<file path="src/sv/kui_pkg.sv">
// Package for the k-mer uniqueness indexer: sizes, table tag codes,
// payload structs, outcome codes and the table-side state type. No dependencies.
`timescale 1ns / 1ps
package kui_pkg;

  localparam int KMER_LENGTH   = 8;
  localparam int POSITION_BITS = 28;
  localparam int CODE_BITS     = 2 * KMER_LENGTH;
  localparam int TOTAL_BITS    = CODE_BITS + 1;
  localparam int RUN_BITS      = $clog2(KMER_LENGTH + 1);
  localparam int QUEUE_DEPTH   = 4;
  localparam int QPTR_BITS     = $clog2(QUEUE_DEPTH);
  localparam int QCNT_BITS     = $clog2(QUEUE_DEPTH + 1);

  localparam logic [7:0] NBASE       = 8'h4E;
  localparam logic [7:0] TAG_UNSET   = 8'hFF;
  localparam logic [7:0] TAG_REPEAT  = 8'h00;
  localparam logic [7:0] TAG_ZERO_ID = 8'h80;
  localparam logic [POSITION_BITS-1:0] POS_MAX = {POSITION_BITS{1'b1}};

  typedef enum logic [1:0] {
    OUT_NONE           = 2'd0,
    OUT_FIRST          = 2'd1,
    OUT_BECAME_REPEAT  = 2'd2,
    OUT_ALREADY_REPEAT = 2'd3
  } outcome_t;

  typedef enum logic [1:0] {
    BK_CLEAR,
    BK_RUN,
    BK_LOOKUP
  } back_state_t;

  typedef struct packed {
    logic [7:0] base;
    logic [6:0] seq_id;
    logic       seq_start;
  } in_item_t;

  typedef struct packed {
    logic                     kmer_valid;
    logic [CODE_BITS-1:0]     kmer_code;
    logic [POSITION_BITS-1:0] start_pos;
    outcome_t                 outcome;
    logic [TOTAL_BITS-1:0]    unique_total;
    logic [TOTAL_BITS-1:0]    repeat_total;
  } out_item_t;

  // Classified item passed from the front to the table side.
  typedef struct packed {
    logic                     kmer_valid;
    logic [CODE_BITS-1:0]     kmer_code;
    logic [POSITION_BITS-1:0] start_pos;
    logic [7:0]               tag;
  } kmer_item_t;

endpackage

</file>
<file path="src/sv/kui_queue.sv">
// Short queue between the front and the table side of the indexer.
// Holds classified k-mer items. Depends on kui_pkg.
`timescale 1ns / 1ps
module kui_queue (
  input  logic                clk,
  input  logic                rst_n,
  input  logic                push,
  input  kui_pkg::kmer_item_t push_data,
  input  logic                pop,
  output kui_pkg::kmer_item_t pop_data,
  output logic                full,
  output logic                empty
);
  import kui_pkg::*;

  kmer_item_t           slots_r [QUEUE_DEPTH];
  logic [QPTR_BITS-1:0] wr_ptr_r, rd_ptr_r;
  logic [QCNT_BITS-1:0] count_r, count_nxt;

  assign full     = (count_r == QCNT_BITS'(QUEUE_DEPTH));
  assign empty    = (count_r == '0);
  assign pop_data = slots_r[rd_ptr_r];

  always_comb begin
    count_nxt = count_r;
    if (push && !pop) begin
      count_nxt = count_r + 1'b1;
    end else if (pop && !push) begin
      count_nxt = count_r - 1'b1;
    end
  end

  always_ff @(posedge clk) begin
    if (!rst_n) begin
      wr_ptr_r <= '0;
      rd_ptr_r <= '0;
      count_r  <= '0;
    end else begin
      count_r <= count_nxt;
      if (push) begin
        wr_ptr_r <= wr_ptr_r + 1'b1;
      end
      if (pop) begin
        rd_ptr_r <= rd_ptr_r + 1'b1;
      end
    end
  end

  always_ff @(posedge clk) begin
    if (push) begin
      slots_r[wr_ptr_r] <= push_data;
    end
  end

endmodule

</file>
<file path="config.mk">
export PLATFORM = sky130hd
export DESIGN_NAME = kui_queue
export DESIGN_NICKNAME = d
export VERILOG_FILES = /design/src/sv/kui_pkg.sv /design/src/sv/kui_queue.sv
export SDC_FILE = /design/constraint.sdc
export NUM_CORES = 1
export LEC_CHECK = 0
export ABC_AREA = 1
export BUFFER_PORTS_ARGS = -buffer_cell sky130_fd_sc_hd__clkbuf_2
export CAP_MARGIN = 20
export CORE_MARGIN = 3
export CORE_UTILIZATION = 45
export DETAILED_ROUTE_END_ITERATION = 6
export MAX_ROUTING_LAYER = met4
export PLACE_DENSITY = 0.71
export SKIP_LAST_GASP = 1
export SLEW_MARGIN = 5
export SYNTH_ARGS = -nofsm -noshare
export SYNTH_HDL_FRONTEND = slang
export SYNTH_SLANG_ARGS = --single-unit
export TNS_END_PERCENT = 100
</file>
<file path="constraint.sdc">
create_clock -name clk -period 2.03 [get_ports clk]
set_clock_uncertainty 0.05 [all_clocks]
set_input_delay 0.406 -clock clk [delete_from_list [all_inputs] [get_ports clk]]
set_output_delay 0.406 -clock clk [all_outputs]
set_load 0.01 [all_outputs]
</file>
# [Word-level counts from Yosys, hierarchy flattened]
# Memory sizes are Yosys's and may differ from the RTL's. A register that Yosys moved wholly into a read port is not among the register bits.
# Index checks and enable logic that the tools add are counted.
[op_classes] n_eq_ne=1 reduce_logical=6 add_sub_neg=4 muxes=6
[ops] operator="2-to-1 mux 3 bit" count=2
[ops] operator="adder 2 x 1 -> 2 bit (second input constant)" count=2
[ops] operator="2-to-1 mux 2 bit" count=2
[ops] operator="adder 3 x 1 -> 3 bit (second input constant)" count=1
[ops] operator="== test 3 bit (second input constant)" count=1
[ops] operator="zero test 3 bit" count=1
[ops] operator="subtractor 3 x 1 -> 3 bit (second input constant)" count=1
[ops] operator="logical AND 1 bit" count=2
[ops] operator="zero test 1 bit" count=2
[ops] operator="2-to-1 mux 1 bit" count=2
[ops] operator="nonzero test 2 bit" count=1
[totals] mem_count=1 wordCells=21 out_inout_bits=55 reg_bits=7 input_bits=57 ram_bits=212
[mem_list] memory="slots_r" depth=4 word_bits=53 rd=1 rd_clocked_by_memory_dff=1 wr=1 line_no="kui_queue.sv:16" text="kmer_item_t slots_r [QUEUE_DEPTH];"

# [Depth between registers and ports, before layout]
[logic_depth] word_depth=4 depth_mapped=10 mapped_depth_nobuf=10

# [Worst setup path before layout]
# No wires, ideal clock.
[synth_timing] kind="register to register" startpoint="reg wr_ptr_r[0]" endpoint="mem slots_r[2][0] (netlist name), enable pin" stages_incl_launch_ff=5 arrival_time_ps=1623 setup_ps=407 period_less_slack_ps=2080 t_required_ps=1573 path_buffers=0 setup_slack_ps=-50 path_cell_list="dfxtp_1 > inv_1 > ha_1 > nand2_1 > inv_1"
[synth_lines] element="start: declaration" line_no="kui_queue.sv:17" text="logic [QPTR_BITS-1:0] wr_ptr_r, rd_ptr_r;"
[synth_lines] element="start signal: assignment" line_no="kui_queue.sv:41" text="wr_ptr_r <= wr_ptr_r + 1'b1;"
[synth_lines] element="end: declaration" line_no="kui_queue.sv:16"
# No word-level cell before the write port.

==> run summary <==
dpl hpwl -> 10300 um
power consumption -> 11200 uW
worst vdd ir -> 0.000618 V
crit path kind -> flop to output pin
die area -> 0.0205 sq mm
Critical Path RT -> 1.57 ns
status -> finished with violations
ratio of cells with drive above 1 in the final layout -> 41.4%
worst-margin pin slew -> 0.362 ns
Initial Util -> 46.6%
power per cell area -> 999 mW/mm^2
routability cong. -> 0.758
Hold Buf Count CTS -> 0
syn_nets -> 634
CP bufs+invs -> 3
Synth top area share -> 75.1%
failing checks -> setup timing
post-route setup slack -> -0.138 ns
Pleak -> 0.00405 uW
CTS Buf Count -> 24
CP endpoint kind -> output pin
Synth cell types -> 23
M3 GR Usage -> 3.25%
CTS Buffer Depth -> 3
post-synthesis area per instance -> 14.8 sq um
grt met1 use -> 23.6%
met2 Use GR -> 29.7%
cells after synthesis -> 571
first-pass iteration count of the detailed router -> 5
CP max FO -> 15
post-synthesis sequential area ratio -> 77.2%
H-tree depth -> 1
clk slew on worst S/H paths -> 0.06 ns
Via Count -> 5332
period utilization -> 107%
Iter 0 DRT Violations -> 271
Max Cap Viol -> 0
vias per std cell -> 5.50
final slew viol count -> 0
largest cells by area after synthesis -> edfxtp_1 (75%), o21ai_0 (6.0%), nor2_1 (4.0%)
startpoint class of the critical path -> flop
Net count, final -> 784
port bufs -> 111
core area -> 0.0182 sq mm
Async SR Flop Fraction -> 0%
most used routing layer -> met2
routed wire length -> 20000 um
Wirelength per Cell -> 20.6 um
Rows -> 49
clock period minus worst slack -> 2.17 ns
most frequent cell after synthesis -> edfxtp_1
delay-heaviest family, CP -> buffers and inverters
Fin. Hold Viols -> 0
Post-synth EDFFs -> 212
Sinks on Clock Net -> 221
initial antenna violation count -> 1
Skew-Pair Late Insertion Delay -> 0.50 ns
slowest library cell on the worst path -> dfxtp_4
DRC Markers -> 0
Total GRT Usage -> 18.1%
HP Class -> primary input to flop
CTS tree -> done
GRT overflow -> 0
Ys Warns -> 0
Top-Level Pins -> 112
normalized max-slew margin -> 75.9%
area grow syn2layout -> 32.6%
Root Buffer -> clkbuf_16
Die Span X -> 143 um
final core utilization -> 61.7%
Finish-stage setup viols -> 53
most used cell along the critical path -> buf_12
largest net degree at the start of global routing -> 54
WP data arrival -> 1.71 ns
Seq cells post-synth -> 221
most instantiated cells after synthesis -> edfxtp_1 (212), o21ai_0 (102), nor2_1 (91)
Top FF cell, synth -> edfxtp_1
Max Clock Freq -> 0.461 GHz
CP peak stage delay -> 0.39 ns
CP Cell Sequence -> buf_12 -> buf_12 -> o21ai_0 -> o22ai_2 -> buf_2
Synth area leader -> edfxtp_1
die height -> 143 um
Cell Area, Synth -> 0.00848 sq mm
number of global-route vias before repair -> 5189
first-pass GRT wire length -> 28000 um
RSZ-0062 raised after global routing -> true
Final ANT Viol Nets -> 0
-- stage by stage --
| step | cells | instance area, sq um | setup TNS (ns) | hold WS (ns) | setup WS (ns) |
|---|---|---|---|---|---|
| floorplan | 571 | 8490 | 0 | 0.362 | 0.0200 |
| CTS | 948 | 10500 | -5.81 | 0.0569 | -0.156 |
| global route | 969 | 11200 | -8.19 | 0.0536 | -0.186 |
| finish | 969 | 11200 | -4.91 | 0.0669 | -0.138 |
| detailed placement | 895 | 9360 | 0 | 0.386 | 0.232 |
| global placement | 895 | 9360 | 0 | 0.377 | 0.242 |
-- sequential cells by signal (all words and copies together) (netlist names), named ones only --
signal / count
count_r: 3
rd_ptr_r: 2
slots_r: 212
wr_ptr_r: 2
-- routing by layer --
metal / routed length, um / share of wire [%] / vias up
li1: - / - / 2453
met1: 8710 / 44 / 2684
met2: 9850 / 49 / 165
met3: 1110 / 5.5 / 30
met4: 326 / 1.6 / 0
met5: 0 / 0 / -
-- worst reg2reg max path, stage by stage (launching register included) --
cell and delay, ns:
dfxtp_1 0.36, inv_1 0.09, ha_1 0.18, nand2_1 0.10
clkinvlp_4 0.31, buf_12 0.31
-- final timing paths --
| check | start | cells past startpoint | slack [ns] | to |
|---|---|---|---|---|
| worst max-delay path | flop | 5 | -0.14 | pop_data[51] |
| worst min register to register | rd_ptr_r[1] | 1 | 0.39 | flop |
| worst min-delay path | push_data[15] | 1 | 0.07 | slots_r[0][15] |
| worst max register to register | wr_ptr_r[1] | 5 | 0.36 | slots_r[1][14] |
-- cells in the final DEF, fill, tap and decap left out, drive strengths merged --
master / instances
a21oi: 4
nor2: 111
bufinv: 5
inv: 15
o22ai: 53
dfxtp: 9
nand4: 1
clkinv: 7
nand2: 9
edfxtp: 212
nand3: 1
diode: 1
clkbuf: 129
fa: 1
o21ai: 112
ha: 5
nor3: 2
buf: 58
clkinvlp: 5
-- power by group --
group / total, uW / switching, uW / internal (uW)
sequential: 5280 / 69.0 / 5210
clock: 4610 / 1680 / 2930
combinational: 1340 / 776 / 569
-- cell type report --
class | instances | area [sq um]
Fill cell | 1271 | 6970
Antenna cell | 1 | 2.50
Sequential cell | 221 | 6550
Timing Repair inverter | 3 | 45.0
Inverter | 17 | 106
Clock buffer | 32 | 662
Multi-Input combinational cell | 299 | 2000
Timing Repair Buffer | 155 | 1390
Tap cell | 229 | 287
Clock inverter | 12 | 193
-- logic make-up (layout without fill, tap and decap cells) --
group,Yosys count,after routing,share of synthesized area [%]
compound gates,169,169,12.2
fa+ha+maj,6,6,0.974
buf+inv,51,219,3.42
flops,221,221,77.2
other cells,0,1,0
simple gates,124,124,6.15
-- repair_timing --
item	in CTS	in global routing
setup buffers	5	8
setup endpoints to repair	53	53
endpoints found under the hold margin	0	0
pin swaps	5	11
gates cloned	4	12
gates resized for setup	46	159
(Power assumes the default switching activity.)
