$ cat config.mk
export PLATFORM = sky130hd
export DESIGN_NAME = kui_front
export DESIGN_NICKNAME = d
export VERILOG_FILES = /design/src/sv/kui_pkg.sv /design/src/sv/kui_front.sv
export SDC_FILE = /design/constraint.sdc
export NUM_CORES = 1
export LEC_CHECK = 0
export CAP_MARGIN = 20
export CORE_ASPECT_RATIO = 0.7
export CORE_MARGIN = 3
export CORE_UTILIZATION = 55
export DETAILED_ROUTE_END_ITERATION = 16
export DONT_BUFFER_PORTS = 1
export HOLD_SLACK_MARGIN = 0.12
export PLACE_DENSITY = 0.67
export SLEW_MARGIN = 20
export SYNTH_ARGS = -nofsm -noshare
export SYNTH_HDL_FRONTEND = slang
export SYNTH_SLANG_ARGS = --single-unit
$ cat constraint.sdc
create_clock -name clk -period 9.75 [get_ports clk]
set_clock_uncertainty 0.2 [all_clocks]
set_input_delay 1.95 -clock clk [delete_from_list [all_inputs] [get_ports clk]]
set_output_delay 1.95 -clock clk [all_outputs]
set_load 0.02 [all_outputs]
$ cat src/sv/kui_pkg.sv
// Package for the k-mer uniqueness indexer: sizes, table tag codes,
// payload structs, outcome codes and the table-side state type. No dependencies.
`timescale 1ns / 1ps
package kui_pkg;

  localparam int KMER_LENGTH   = 8;
  localparam int POSITION_BITS = 28;
  localparam int CODE_BITS     = 2 * KMER_LENGTH;
  localparam int TOTAL_BITS    = CODE_BITS + 1;
  localparam int RUN_BITS      = $clog2(KMER_LENGTH + 1);
  localparam int QUEUE_DEPTH   = 4;
  localparam int QPTR_BITS     = $clog2(QUEUE_DEPTH);
  localparam int QCNT_BITS     = $clog2(QUEUE_DEPTH + 1);

  localparam logic [7:0] NBASE       = 8'h4E;
  localparam logic [7:0] TAG_UNSET   = 8'hFF;
  localparam logic [7:0] TAG_REPEAT  = 8'h00;
  localparam logic [7:0] TAG_ZERO_ID = 8'h80;
  localparam logic [POSITION_BITS-1:0] POS_MAX = {POSITION_BITS{1'b1}};

  typedef enum logic [1:0] {
    OUT_NONE           = 2'd0,
    OUT_FIRST          = 2'd1,
    OUT_BECAME_REPEAT  = 2'd2,
    OUT_ALREADY_REPEAT = 2'd3
  } outcome_t;

  typedef enum logic [1:0] {
    BK_CLEAR,
    BK_RUN,
    BK_LOOKUP
  } back_state_t;

  typedef struct packed {
    logic [7:0] base;
    logic [6:0] seq_id;
    logic       seq_start;
  } in_item_t;

  typedef struct packed {
    logic                     kmer_valid;
    logic [CODE_BITS-1:0]     kmer_code;
    logic [POSITION_BITS-1:0] start_pos;
    outcome_t                 outcome;
    logic [TOTAL_BITS-1:0]    unique_total;
    logic [TOTAL_BITS-1:0]    repeat_total;
  } out_item_t;

  // Classified item passed from the front to the table side.
  typedef struct packed {
    logic                     kmer_valid;
    logic [CODE_BITS-1:0]     kmer_code;
    logic [POSITION_BITS-1:0] start_pos;
    logic [7:0]               tag;
  } kmer_item_t;

endpackage

$ cat src/sv/kui_front.sv
// Front of the k-mer uniqueness indexer: window, run length and position.
// Classifies each base into a k-mer item. Depends on kui_pkg.
`timescale 1ns / 1ps
module kui_front (
  input  logic              clk,
  input  logic              rst_n,
  input  logic              in_valid,
  input  kui_pkg::in_item_t in_data,
  input  logic              hold,
  output logic              in_stall,
  output logic              push,
  output kui_pkg::kmer_item_t item
);
  import kui_pkg::*;

  logic [CODE_BITS-1:0]     window_r, window_nxt;
  logic [RUN_BITS-1:0]      run_r, run_nxt;
  logic [POSITION_BITS-1:0] pos_r, pos_nxt;

  logic [CODE_BITS-1:0]     w0;
  logic [RUN_BITS-1:0]      r0, run_inc;
  logic [POSITION_BITS-1:0] p0;

  assign in_stall = hold;
  assign push     = in_valid && !hold;

  always_comb begin
    w0 = in_data.seq_start ? '0 : window_r;
    r0 = in_data.seq_start ? '0 : run_r;
    p0 = in_data.seq_start ? '0 : pos_r;
    pos_nxt = (p0 < POS_MAX) ? p0 + 1'b1 : p0;
    run_inc = (r0 < RUN_BITS'(KMER_LENGTH)) ? r0 + 1'b1 : r0;
    item = '0;
    if (in_data.base == NBASE) begin
      window_nxt = w0;
      run_nxt    = '0;
    end else begin
      window_nxt = {in_data.base[2:1], w0[CODE_BITS-1:2]};
      run_nxt    = run_inc;
      if (run_inc == RUN_BITS'(KMER_LENGTH)) begin
        item.kmer_valid = 1'b1;
        item.kmer_code  = window_nxt;
        item.start_pos  = (p0 >= POSITION_BITS'(KMER_LENGTH - 1)) ?
                          p0 - POSITION_BITS'(KMER_LENGTH - 1) : '0;
      end
    end
    item.tag = (in_data.seq_id != 7'd0) ? {1'b0, in_data.seq_id} : TAG_ZERO_ID;
  end

  always_ff @(posedge clk) begin
    if (!rst_n) begin
      window_r <= '0;
      run_r    <= '0;
      pos_r    <= '0;
    end else if (push) begin
      window_r <= window_nxt;
      run_r    <= run_nxt;
      pos_r    <= pos_nxt;
    end
  end

endmodule

After elaboration in Yosys (flattened, before gate mapping)
Cells that the tools add are included.

Equality and inequality tests: 2. Reductions and logical operators: 3. $lt $le $gt $ge: 3. Mux-type cells: 11. Add/sub/neg operators: 3.

Operators with widths (count): 45-bit two-way mux (2); 28-bit two-way mux (3); 16-bit two-way mux (2); 28-bit by 1-bit adder with 28-bit output, second input constant (1); 28-bit by 3-bit greater-or-equal comparator with 1-bit output, second input constant (1); 28-bit < comparator, second input constant (1); 28-bit by 3-bit subtractor with 28-bit output, second input constant (1); 4-bit two-way mux (3); 8-bit by 7-bit == test with 1-bit output, second input constant (1); 8-bit two-way mux (1); 7-bit nonzero test (1); 4-bit by 1-bit adder with 4-bit output, second input constant (1); 4-bit == test, second input constant (1); 4-bit < comparator, second input constant (1); 1-bit logical AND (1); 1-bit logical NOT (1).

Word-level logic and storage cells: 25. Output and inout port bits: 55. Input port bits: 20. Bits in registers: 46.

Longest topological paths before layout
Word-level depth: 6. Gate-level depth with buffers: 12. Gate-level depth less buffers: 7.

Worst setup path after synthesis
OpenSTA, ideal clock, no wires.

Kind: input-to-output. Start: input port in_data[0] (netlist bit). End: output port item[22] (netlist bit). Cell stages on the path: 11. Buffers on the path: 4. Arrival time: 4.311 ns. Slack: 3.289 ns. Cells stage by stage: buf_2 > buf_2 > buf_1 > nor2b_1 > ha_1 > buf_2 > a2111oi_1 > and2_1 > nand2_1 > xor2_1 > a21oi_2.

RTL lines: from (decl) (RTL line kui_front.sv:8) `input kui_pkg::in_item_t in_data,`; to (decl) (RTL line kui_front.sv:12) `output kui_pkg::kmer_item_t item`.

==> impl_metrics.tcl <==
set metrics [dict create \
    status "completed" \
    yosysWarnings 0 \
    core_area_mm2 0.005986 \
    powerDensity_mw_per_mm2 101.6 \
    vias 3230 \
    cts_made_buffers 5 \
    path_class "primary input to primary output" \
    die_h_um 73.19 \
    synth-edff-count 0 \
    p_leak_nw 1.375 \
    cts_hold_buf 0 \
    ir_drop_mv 0.05963 \
    grt_usage_pct 24.23 \
    multi_input_area_mm2 0.002347 \
    place_congestion 0.9014 \
    syn_to_final_growth_pct -0.7759 \
    cts.sinks 46 \
    cp-start-kind "primary input" \
    end_kind "primary output" \
    finalPower_mw 0.3576 \
    grt_max_degree 33 \
    hold_viol 0 \
    clock_latency_ns 0.31 \
    place_hpwl_um 6356 \
    critical_path_peak_fanout 30 \
    required_ns 7.60 \
    final_cell_mix "nand2_1, dfxtp_1, a21oi_1" \
    worst_slew_pin_slew_ns 1.004 \
    worstPathArrival_ns 4.39 \
    reg2reg_depth 7 \
    async_flop_share_pct 0 \
    max_freq_mhz 152.8 \
    finalNetCount 431 \
    setup_viol 0 \
    fin_util_pct 58.80 \
    boundaryPins 75 \
    ff_latch_area_um2 920.9 \
    post-cts-setup-buffers 0 \
    die_w_um 102.0 \
    cts_tree "built" \
    postRouteWirelength_um 9136 \
    drv_slew 0 \
    insertedDiodeCount 0 \
    grt_overflow 0 \
    cp_slowest_cell "and4_1" \
    slew_headroom_pct 32.88 \
    hold_depth 1 \
    antenna_found_initial 0 \
    drc 0 \
    synth_nets 471 \
    h-tree-depth 2 \
    whs_endpoint "window_r[3]$_SDFFE_PN0P_" \
    grt_pass1_wl_um 14480 \
    path_clk_slew_ns 0.09 \
    startpoint "in_data[0]" \
    dieArea_mm2 0.007464 \
    wl_per_cell_um 18.84 \
    cts_buffer_depth 2 \
    synthFlopType "dfxtp_1" \
    ys_ff_latch 46 \
    drv_cap 0 \
    io_buffers 0 \
    drt_iter0_markers 184 \
    synthesis.instances 449 \
    drive_gt1_share_pct 14.63 \
    fp-row-count 23 \
    hp-start "window_r[3]$_SDFFE_PN0P_" \
    regToRegSetupSlack_ns 6.93 \
    final_common_cell "nand2_1" \
    start_util_pct 59.26 \
    rr_endpoint "pos_r[10]$_SDFFE_PN0P_" \
    r2r-start "pos_r[0]$_SDFFE_PN0P_" \
    layout_worst_path_cycle_share_pct 67.11 \
    grt_pass1_vias 2868 \
    cts_repair_resize_count 0 \
    slowest_delay_ns 0.71 \
    holdCritPathClass "flop to flop" \
    ant_nets 0 \
    syn-cell-area_mm2 0.003547 \
    netlist-cell-type-count 66 \
    rsz0062_at_grt "false" \
    finalCriticalPeriod_ns 6.543 \
    drtPass1Iterations 4 \
    vias_per_cell 6.660 \
    ys_seq_area_share_pct 25.96 \
    clock-root-buffer "clkbuf_8" \
    fillCellCount 539 \
    crit_chain "nor2b_1 -> ha_1 -> nand2b_1 -> a32oi_1 -> and4_1 -> o31ai_4 -> buf_4 -> nor3_1" \
    fin_tns_setup_ns 0 \
    syn_area_per_cell_um2 7.900 \
]
-- metal layers --
layer / routed length [um] / vias up / track usage, %
met2: 3856 / 135 / 34.99
li1: - / 1547 / -
met1: 4496 / 1535 / 36.74
met3: 689 / 13 / 4.967
met4: 94 / 0 / 5.531
met5: 0 / - / 0
-- stage by stage --
stage	hold slack [ns]	instance area (um2)	cells	worst slack [ns]
2_1_floorplan	0.2342	3547	449	3.289
3_3_place_gp	0.2511	3407	477	3.333
3_5_place_dp	0.2532	3407	477	3.201
4_1_cts	0.2797	3520	485	3.194
5_1_grt	0.2978	3520	485	3.065
6_report	0.2766	3520	485	3.207
-- state kept, by name, indices dropped and copies added (netlist names) --
name      cells
window_r     14
run_r         4
pos_r        28
-- worst max-delay path by stage --
stage,end,depth (start not counted)
2_1_floorplan,item[22],11
3_3_place_gp,item[29],8
3_5_place_dp,item[29],8
4_1_cts,item[29],8
5_1_grt,item[29],8
6_report,item[29],8
-- layout make-up --
class | instances | share of cell area (%)
Multi-Input combinational cell | 348 | 66.69
Sequential cell | 46 | 26.16
Tap cell | 75 | 2.666
Clock buffer | 5 | 1.955
Clock inverter | 3 | 1.244
Timing Repair Buffer | 4 | 0.8532
Inverter | 4 | 0.4266
-- Yosys cell counts, types with 13 or more instances --
| library cell | instances | area [um2] |
|---|---|---|
| and2_1 | 21 | 131.4 |
| nand3_1 | 17 | 85.08 |
| clkbuf_1 | 24 | 90.09 |
| nand4_1 | 22 | 137.6 |
| a31o_2 | 13 | 113.9 |
| a21oi_1 | 35 | 175.2 |
| nor2_1 | 25 | 93.84 |
| nand2_1 | 50 | 187.7 |
| a21oi_2 | 17 | 148.9 |
| buf_2 | 13 | 65.06 |
| dfxtp_1 | 46 | 920.9 |
-- power breakdown --
| group | switching [mW] | leakage (nW) | internal (mW) |
|---|---|---|---|
| clock | 0.0697 | 0.0585 | 0.0769 |
| combinational | 0.0153 | 0.946 | 0.00539 |
| sequential | 0.00123 | 0.371 | 0.189 |
| total | 0.0863 | 1.38 | 0.271 |
-- worst max-delay path, delay by kind of cell --
| family | cells | cell delay, ns |
|---|---|---|
| compound gates | 2 | 0.36 |
| fa+ha+maj | 1 | 0.21 |
| buf+inv | 1 | 0.28 |
| simple gates | 4 | 1.58 |
-- kinds of logic (layout without fill, tap and decap cells) --
logic type / count (synthesis) / in the layout / synth area share, %
adder cells (fa/ha/maj): 2 / 2 / 0.7054
AND/OR/NAND/NOR: 204 / 204 / 33.62
flip-flops: 46 / 46 / 25.96
multiplexers: 5 / 5 / 1.411
XOR/XNOR: 24 / 24 / 5.926
buffers and inverters: 55 / 16 / 7.865
AO/OA/AOI/OAI: 113 / 113 / 24.52
(Power assumes the default switching activity.)
